File: config.mk
export PLATFORM = sky130hd
export DESIGN_NAME = astm_frame_receiver_unit
export DESIGN_NICKNAME = d
export VERILOG_FILES = /design/src/afr_pkg.sv /design/src/afr_step.sv /design/src/afr_out_reg.sv /design/src/astm_frame_receiver_unit.sv
export SDC_FILE = /design/constraint.sdc
export NUM_CORES = 1
export LEC_CHECK = 0
export ABC_AREA = 1
export BUFFER_PORTS_ARGS = -buffer_cell sky130_fd_sc_hd__clkbuf_2
export CORE_MARGIN = 2
export CORE_UTILIZATION = 30
export DETAILED_ROUTE_END_ITERATION = 12
export GPL_ROUTABILITY_DRIVEN = 0
export PLACE_DENSITY = 0.46
export REMOVE_ABC_BUFFERS = 1
export SLEW_MARGIN = 10
export SYNTH_ARGS = -nofsm -noshare
export SYNTH_HDL_FRONTEND = slang
export SYNTH_SLANG_ARGS = --single-unit
File: constraint.sdc
create_clock -name i_clk -period 5.3 [get_ports i_clk]
set_clock_uncertainty 0.1 [all_clocks]
set_input_delay 0 -clock i_clk [delete_from_list [all_inputs] [get_ports i_clk]]
set_output_delay 0 -clock i_clk [all_outputs]
set_load 0.1 [all_outputs]
File: src/afr_pkg.sv
// ----------------------------------------------------------------------------
// afr_pkg
// Shared types, character codes and helpers for the framed link receiver.
// ----------------------------------------------------------------------------
package afr_pkg;

    // Link control characters.
    localparam logic [7:0] CH_STX = 8'h02;
    localparam logic [7:0] CH_ETX = 8'h03;
    localparam logic [7:0] CH_EOT = 8'h04;
    localparam logic [7:0] CH_ENQ = 8'h05;
    localparam logic [7:0] CH_LF  = 8'h0A;
    localparam logic [7:0] CH_CR  = 8'h0D;
    localparam logic [7:0] CH_ETB = 8'h17;

    // Saturation value of the bad frame counter.
    localparam logic [3:0] BAD_COUNT_MAX = 4'd15;

    // Configuration register indexes.
    localparam logic CFG_RETRY_LIMIT  = 1'b0;
    localparam logic CFG_MAX_TEXT_LEN = 1'b1;

    // Configuration reset values.
    localparam logic [3:0] RETRY_LIMIT_RST  = 4'd7;
    localparam logic [7:0] MAX_TEXT_LEN_RST = 8'd240;

    typedef enum logic [2:0] {
        KIND_TEXT      = 3'd0,
        KIND_REPLY     = 3'd1,
        KIND_GOOD      = 3'd2,
        KIND_BAD       = 3'd3,
        KIND_MSG_END   = 3'd4,
        KIND_ABORT     = 3'd5
    } t_kind;

    typedef enum logic [1:0] {
        REPLY_NONE = 2'd0,
        REPLY_ACK  = 2'd1,
        REPLY_NAK  = 2'd2
    } t_reply;

    // One result item.
    typedef struct packed {
        t_kind       kind;
        logic [7:0]  text_byte;
        t_reply      reply_code;
        logic [7:0]  frame_digit;
        logic        final_frame;
        logic [7:0]  sum_computed;
    } t_result;

    // Uppercase hex digit decode: bit 4 is set when the byte is a valid digit,
    // bits 3:0 carry its value (zero for a non-digit).
    function automatic logic [4:0] hex_decode(input logic [7:0] b);
        logic [4:0] r;
        r = 5'd0;
        if (b >= 8'h30 && b <= 8'h39) begin
            r = {1'b1, b[3:0]};
        end else if (b >= 8'h41 && b <= 8'h46) begin
            r = {1'b1, 4'(b[3:0] + 4'd9)};
        end
        return r;
    endfunction

endpackage

File: src/afr_step.sv
// ----------------------------------------------------------------------------
// afr_step
// Link and frame state machine; decides the result caused by one byte.
// ----------------------------------------------------------------------------
module afr_step
    import afr_pkg::*;
(
    input  logic        i_clk,
    input  logic        i_rst_n,
    input  logic        i_valid,
    input  logic [7:0]  i_byte,
    input  logic [3:0]  i_retry_limit,
    input  logic [7:0]  i_max_text_len,
    output logic        o_res_valid,
    output t_result     o_res
);

    typedef enum logic [2:0] {
        PH_IDLE     = 3'd0,
        PH_WAIT_STX = 3'd1,
        PH_FNUM     = 3'd2,
        PH_TEXT     = 3'd3,
        PH_CK_HI    = 3'd4,
        PH_CK_LO    = 3'd5,
        PH_CR       = 3'd6,
        PH_LF       = 3'd7
    } t_phase;

    t_phase      r_phase,  n_phase;
    logic [7:0]  r_sum,    n_sum;
    logic [7:0]  r_fnum,   n_fnum;
    logic        r_etx,    n_etx;
    logic [7:0]  r_count,  n_count;
    logic [3:0]  r_hi,     n_hi;
    logic        r_fault,  n_fault;
    logic [3:0]  r_bad,    n_bad;

    logic [4:0]  hex;
    logic [3:0]  bad_inc;
    logic        fault_lf;
    t_result     res;
    logic        res_valid;

    always_comb begin
        n_phase   = r_phase;
        n_sum     = r_sum;
        n_fnum    = r_fnum;
        n_etx     = r_etx;
        n_count   = r_count;
        n_hi      = r_hi;
        n_fault   = r_fault;
        n_bad     = r_bad;
        hex       = hex_decode(i_byte);
        bad_inc   = (r_bad < BAD_COUNT_MAX) ? 4'(r_bad + 4'd1) : r_bad;
        fault_lf  = r_fault || (i_byte != CH_LF);
        res_valid = 1'b0;
        res       = '{kind: KIND_TEXT, text_byte: 8'd0, reply_code: REPLY_NONE,
                      frame_digit: 8'd0, final_frame: 1'b0, sum_computed: 8'd0};

        case (r_phase)
            PH_IDLE: begin
                res_valid = 1'b1;
                res.kind  = KIND_REPLY;
                if (i_byte == CH_ENQ) begin
                    n_phase        = PH_WAIT_STX;
                    n_bad          = 4'd0;
                    res.reply_code = REPLY_ACK;
                end else begin
                    res.reply_code = REPLY_NAK;
                end
            end
            PH_WAIT_STX: begin
                if (i_byte == CH_STX) begin
                    n_phase = PH_FNUM;
                    n_sum   = 8'd0;
                    n_count = 8'd0;
                    n_fault = 1'b0;
                    n_hi    = 4'd0;
                    n_etx   = 1'b0;
                end else if (i_byte == CH_EOT) begin
                    n_phase   = PH_IDLE;
                    res_valid = 1'b1;
                    res.kind  = KIND_MSG_END;
                end
            end
            PH_FNUM: begin
                n_fnum  = i_byte;
                n_sum   = 8'(r_sum + i_byte);
                n_phase = PH_TEXT;
            end
            PH_TEXT: begin
                n_sum = 8'(r_sum + i_byte);
                if (i_byte == CH_ETX || i_byte == CH_ETB) begin
                    n_etx   = (i_byte == CH_ETX);
                    n_phase = PH_CK_HI;
                end else if (r_count >= i_max_text_len) begin
                    // Overlong text still enters the checksum but is dropped.
                    n_fault = 1'b1;
                end else begin
                    n_count       = 8'(r_count + 8'd1);
                    res_valid     = 1'b1;
                    res.kind      = KIND_TEXT;
                    res.text_byte = i_byte;
                end
            end
            PH_CK_HI: begin
                n_hi    = hex[3:0];
                n_fault = r_fault || !hex[4];
                n_phase = PH_CK_LO;
            end
            PH_CK_LO: begin
                n_fault = r_fault || !hex[4] || ({r_hi, hex[3:0]} != r_sum);
                n_phase = PH_CR;
            end
            PH_CR: begin
                n_fault = r_fault || (i_byte != CH_CR);
                n_phase = PH_LF;
            end
            PH_LF: begin
                n_fault          = fault_lf;
                res_valid        = 1'b1;
                res.frame_digit  = r_fnum;
                res.final_frame  = r_etx;
                res.sum_computed = r_sum;
                if (!fault_lf) begin
                    n_bad          = 4'd0;
                    n_phase        = PH_WAIT_STX;
                    res.kind       = KIND_GOOD;
                    res.reply_code = REPLY_ACK;
                end else if (bad_inc >= i_retry_limit) begin
                    // A limit of zero behaves as one, since the count is at least one here.
                    n_bad          = 4'd0;
                    n_phase        = PH_IDLE;
                    res.kind       = KIND_ABORT;
                    res.reply_code = REPLY_NAK;
                end else begin
                    n_bad          = bad_inc;
                    n_phase        = PH_WAIT_STX;
                    res.kind       = KIND_BAD;
                    res.reply_code = REPLY_NAK;
                end
            end
            default: begin
                n_phase = PH_IDLE;
            end
        endcase
    end

    always_ff @(posedge i_clk) begin
        if (!i_rst_n) begin
            r_phase <= PH_IDLE;
            r_sum   <= 8'd0;
            r_fnum  <= 8'd0;
            r_etx   <= 1'b0;
            r_count <= 8'd0;
            r_hi    <= 4'd0;
            r_fault <= 1'b0;
            r_bad   <= 4'd0;
        end else if (i_valid) begin
            r_phase <= n_phase;
            r_sum   <= n_sum;
            r_fnum  <= n_fnum;
            r_etx   <= n_etx;
            r_count <= n_count;
            r_hi    <= n_hi;
            r_fault <= n_fault;
            r_bad   <= n_bad;
        end
    end

    assign o_res_valid = i_valid && res_valid;
    assign o_res       = res;

endmodule

File: src/afr_out_reg.sv
// ----------------------------------------------------------------------------
// afr_out_reg
// Result register that holds one item until the downstream side takes it.
// ----------------------------------------------------------------------------
module afr_out_reg
    import afr_pkg::*;
(
    input  logic        i_clk,
    input  logic        i_rst_n,
    input  logic        i_res_valid,
    input  t_result     i_res,
    input  logic        i_ready,
    output logic        o_free,
    output logic        o_valid,
    output t_result     o_res
);

    logic    r_valid;
    t_result r_res;

    // The register can be loaded when empty or when its item leaves this cycle.
    assign o_free = !r_valid || i_ready;

    always_ff @(posedge i_clk) begin
        if (!i_rst_n) begin
            r_valid <= 1'b0;
        end else if (o_free) begin
            r_valid <= i_res_valid;
        end
    end

    always_ff @(posedge i_clk) begin
        if (o_free && i_res_valid) begin
            r_res <= i_res;
        end
    end

    assign o_valid = r_valid;
    assign o_res   = r_res;

endmodule

File: src/astm_frame_receiver_unit.sv
// ----------------------------------------------------------------------------
// astm_frame_receiver_unit
// Receiving side of a framed ASCII serial link, one received byte per item.
// ----------------------------------------------------------------------------
// Path: each accepted byte waits in the input register, is stepped by the state
// machine and leaves its result in the result register for the master side.
// Throughput: one byte per cycle while the result register is free, set by the
// combinational state step between the input register and the result register.
// Reset: synchronous, active low; the link returns to idle, the bad frame
// count clears, and the registers return to a retry limit of 7 and 240 bytes.
// ----------------------------------------------------------------------------
module astm_frame_receiver_unit
    import afr_pkg::*;
(
    input  logic        i_clk,
    input  logic        i_rst_n,
    // Configuration write port.
    input  logic        i_cfg_we,
    input  logic        i_cfg_idx,
    input  logic [7:0]  i_cfg_data,
    // Received bytes.
    input  logic        s_axis_tvalid,
    output logic        s_axis_tready,
    input  logic [7:0]  s_axis_tdata,   // [7:0] rx_byte
    // Results.
    output logic        m_axis_tvalid,
    input  logic        m_axis_tready,
    output logic [31:0] m_axis_tdata,   // [7:0] text_byte, [9:8] reply_code,
                                        // [17:10] frame_digit, [18] final_frame,
                                        // [26:19] sum_computed, [31:27] zero
    output logic [2:0]  m_axis_tuser    // [2:0] result_kind
);

    logic [3:0] r_retry_limit;
    logic [7:0] r_max_text_len;

    logic       r_in_valid;
    logic [7:0] r_in_byte;

    logic       out_free;
    logic       step_valid;
    logic       res_valid;
    t_result    res;
    logic       out_valid;
    t_result    out_res;

    // Configuration registers; a write lands at any edge with the enable high,
    // so they should only be changed while no item is in flight.
    always_ff @(posedge i_clk) begin
        if (!i_rst_n) begin
            r_retry_limit  <= RETRY_LIMIT_RST;
            r_max_text_len <= MAX_TEXT_LEN_RST;
        end else if (i_cfg_we) begin
            case (i_cfg_idx)
                CFG_RETRY_LIMIT:  r_retry_limit  <= i_cfg_data[3:0];
                CFG_MAX_TEXT_LEN: r_max_text_len <= i_cfg_data;
                default: begin
                end
            endcase
        end
    end

    // The held byte is processed in the cycle the result register can take
    // whatever it produces, so the input register refills in that same cycle.
    assign s_axis_tready = !r_in_valid || out_free;
    assign step_valid    = r_in_valid && out_free;

    always_ff @(posedge i_clk) begin
        if (!i_rst_n) begin
            r_in_valid <= 1'b0;
        end else if (s_axis_tready) begin
            r_in_valid <= s_axis_tvalid;
        end
    end

    always_ff @(posedge i_clk) begin
        if (s_axis_tready && s_axis_tvalid) begin
            r_in_byte <= s_axis_tdata;
        end
    end

    afr_step u_step (
        .i_clk          (i_clk),
        .i_rst_n        (i_rst_n),
        .i_valid        (step_valid),
        .i_byte         (r_in_byte),
        .i_retry_limit  (r_retry_limit),
        .i_max_text_len (r_max_text_len),
        .o_res_valid    (res_valid),
        .o_res          (res)
    );

    afr_out_reg u_out (
        .i_clk       (i_clk),
        .i_rst_n     (i_rst_n),
        .i_res_valid (res_valid),
        .i_res       (res),
        .i_ready     (m_axis_tready),
        .o_free      (out_free),
        .o_valid     (out_valid),
        .o_res       (out_res)
    );

    assign m_axis_tvalid = out_valid;
    assign m_axis_tuser  = out_res.kind;
    assign m_axis_tdata  = {5'd0, out_res.sum_computed, out_res.final_frame,
                            out_res.frame_digit, out_res.reply_code, out_res.text_byte};

endmodule

==> metrics.txt <==
footprint of the multi-input gates=0.00214 mm^2; Reg2Reg Depth=11; Max Transition Viols Final=0; vias in the first global route=3839; mux contribution to synthesized area=0%; row cnt=45; Post-CTS Setup Bufs=0; Gate Count Post-Synth=565; total iterations of the first detailed-routing run=4; startpoint types=flip-flop; CP peak stage delay=480 ps; DR iter-0 viols=226; setup tns final=0 ps; Clock Sinks=89; layout cells sized above 1=15.2%; Synth Area in Compound Gates=11.9%; Synth Area in Adders=7.41%; hold path startpoint=i_rst_n; total core area=0.0152 mm^2; Die Span Y=129 um; LEAKAGE=2.36 nW; number of antenna-violating nets in the routed design=0; combinational family with the most area after synthesis=simple AND/OR/NAND/NOR gates; vias per cell=4.69; Worst-Skew Late Latency=350 ps; reg2reg end=u_out.o_res[17]$_DFFE_PP_; Finished Cell Area=0.00569 mm^2; clk root buf=clkbuf_16; Tmin final=2590 ps; post-synth cell types=41; pin count of the biggest net entering global routing=29; dominant synthesized flop cell=dfxtp_1; Hold EP=r_max_text_len[7]$_SDFFE_PN1P_; Post-DP Area=0.00510 mm^2; RSZ-0062 raised after global routing=no; slowest cell on the critical path=edfxtp_1; CP Data Required Time=5280 ps; post-layout net count=700; post-synthesis simple-gate area fraction=23.9%; Layout area overhead=22.2%; worst-path maximum fanout=27; async set or reset register ratio after synthesis=0%; Port Buffers=53; Vias=3956; flops & latches, synth=89; worst-margin pin slew=742 ps; worst-path cell chain=inv_1 -> ha_1 -> inv_1 -> nor3_4 -> nor2_1 -> nand4_1 -> nand3_1 -> or2_1 -> nand2_1 -> inv_1 -> buf_4; Max VDD drop=0.000168 V; commonest cells after routing, fill and taps aside=nand2_1 (97), nor2_1 (70), inv_1 (68); fin util=37.4%; dpl cells=797; CTS tree=done; total power=1.54 mW; Fill cells=1593; CTS max path bufs=2; Total Wirelength=11300 um; Power per Cell Area=271 mW/mm^2; DP HPWL=8510 um; Mean Syn Cell Area=8.24 um^2; CTS clk-pin slew, worst paths=70 ps; Worst setup EP type=flip-flop; antenna cell count=0; R2R Setup Slk=2710 ps; WHS Path Cells=2; Hold Path Class=in -> reg; outcome=completed; CP dominant cell by count=inv_1; effective utilization at floorplan=30.6%; Synth Warn #=0; Final setup viols=0; PostCTS Resize Cnt=0; commonest non-fill, non-tap cell in the layout=nand2_1; Die Area=0.0165 mm^2; sequential fraction of the synthesis area=46.4%; Syn Std Cell Area=0.00466 mm^2; GRT overflow=0; drt drc=0; Post-Synth XOR/XNOR Area=2.26%; # IOs=59; Global Route Usage Sum=14.6%; Max Fclk=386 MHz; TritonCTS buffer count=9; CP arrival=2570 ps; worst r2r src=r_in_byte[0]$_DFFE_PP_; Avg WL per Cell=13.4 um; Post-synth EDFFs=38; fin crit share=48.9%; Rel. slew slack=50.1%; storage element area=0.00216 mm^2; post-route insts no fill=844; initial antenna violation count=0; htree depth=3; global-route wire length before repair=18700 um; MaxCap Viol Count=0; crit path kind=reg -> reg; Final Hold Viols=0; die width=129 um
-- worst max-delay path: cells and delay by family (launching register included) --
family / cells / cell delay (ps)
buf+inv: 4 / 650
simple gates: 6 / 860
flops: 1 / 480
fa+ha+maj: 1 / 180
-- synthesized netlist by cell type, types with 2 or more instances --
library cell  instances  area [um^2]
nand2_2               3         18.8
xor2_1               11         96.3
inv_1                68          255
nor3_4                2         32.5
nand3_1              40          200
edfxtp_1             38         1140
nor3b_1               2         15.0
a211oi_1              3         22.5
inv_2                 9         33.8
or2_2                 5         31.3
buf_4                 5         37.5
o211ai_1              8         60.1
nor2_4                2         22.5
a21oi_1              52          260
or2_1                 3         18.8
nor2_1               70          263
dfxtp_1              51         1020
nand2_1              97          364
clkbuf_1              7         26.3
nor3_1                4         20.0
nand4_1              11         68.8
a22oi_1               2         15.0
ha_1                 26          325
nor2_2                4         25.0
o21ai_0              26          130
-- area by class of cell --
cell class	instances	area share [%]
Tap cell	188	4.13
Inverter	78	5.15
Clock buffer	10	4.02
Timing Repair Buffer	85	10.2
Multi-Input combinational cell	388	37.6
Sequential cell	89	38.0
Clock inverter	6	0.880
-- how the worst max path moves through the flow --
stage,from,to,cells past startpoint
finish,r_in_byte[0]$_DFFE_PP_,u_out.o_res[17]$_DFFE_PP_,11
global route,r_in_byte[3]$_DFFE_PP_,u_out.o_res[28]$_DFFE_PP_,11
CTS,r_in_byte[3]$_DFFE_PP_,u_out.o_res[19]$_SDFFCE_PP0P_,11
detailed placement,r_in_byte[3]$_DFFE_PP_,u_out.o_res[14]$_SDFFCE_PN0P_,11
global placement,r_in_byte[0]$_DFFE_PP_,u_out.o_res[14]$_SDFFCE_PN0P_,11
floorplan,u_out.o_valid$_SDFFE_PN0P_,r_in_byte[0]$_DFFE_PP_,3
-- routing by layer --
layer	routed length, um	global-route usage [%]	share of wire, %	vias to the layer above
met1	5220	17.3	46	1815
li1	-	-	-	2040
met3	431	3.24	3.8	18
met5	0	0	0	-
met4	318	6.97	2.8	0
met2	5360	25.2	47	83
-- per-stage QoR --
step	worst slack, ps	hold slack, ps
2_1_floorplan	2460	-15.9
3_3_place_gp	2750	80.6
3_5_place_dp	2700	89.6
4_1_cts	2680	78.5
5_1_grt	2490	133
6_report	2710	76.1
-- logic make-up (layout without fill, tap and decap cells) --
family | Yosys count | in the layout
flip-flops | 89 | 89
AND/OR/NAND/NOR | 246 | 246
adder cells (fa/ha/maj) | 27 | 27
buffers and inverters | 92 | 179
AO/OA/AOI/OAI | 98 | 98
other | 1 | 5
XOR/XNOR | 12 | 12
-- flip-flops by register name, indices dropped and copies added (netlist names) --
signal          cells
u_out.o_res        30
u_step.r_phase      3
r_in_byte           8
r_max_text_len      8
u_step.r_fault      1
u_step.r_sum        8
u_out.o_valid       1
u_step.r_hi         4
r_retry_limit       4
u_step.r_etx        1
u_step.r_fnum       8
u_step.r_count      8
r_in_valid          1
u_step.r_bad        4
-- timing repair --
action	4_1_cts	5_1_grt
setup endpoints to repair	0	0
hold buffers	31	0
endpoints found under the hold margin	22	0
-- power by group --
part	internal [mW]	switching [mW]	leakage, nW
Sequential	0.733	0.0119	0.776
Combinational	0.0464	0.144	1.45
Clock	0.325	0.282	0.136
Power figures use the tool's default switching activity.
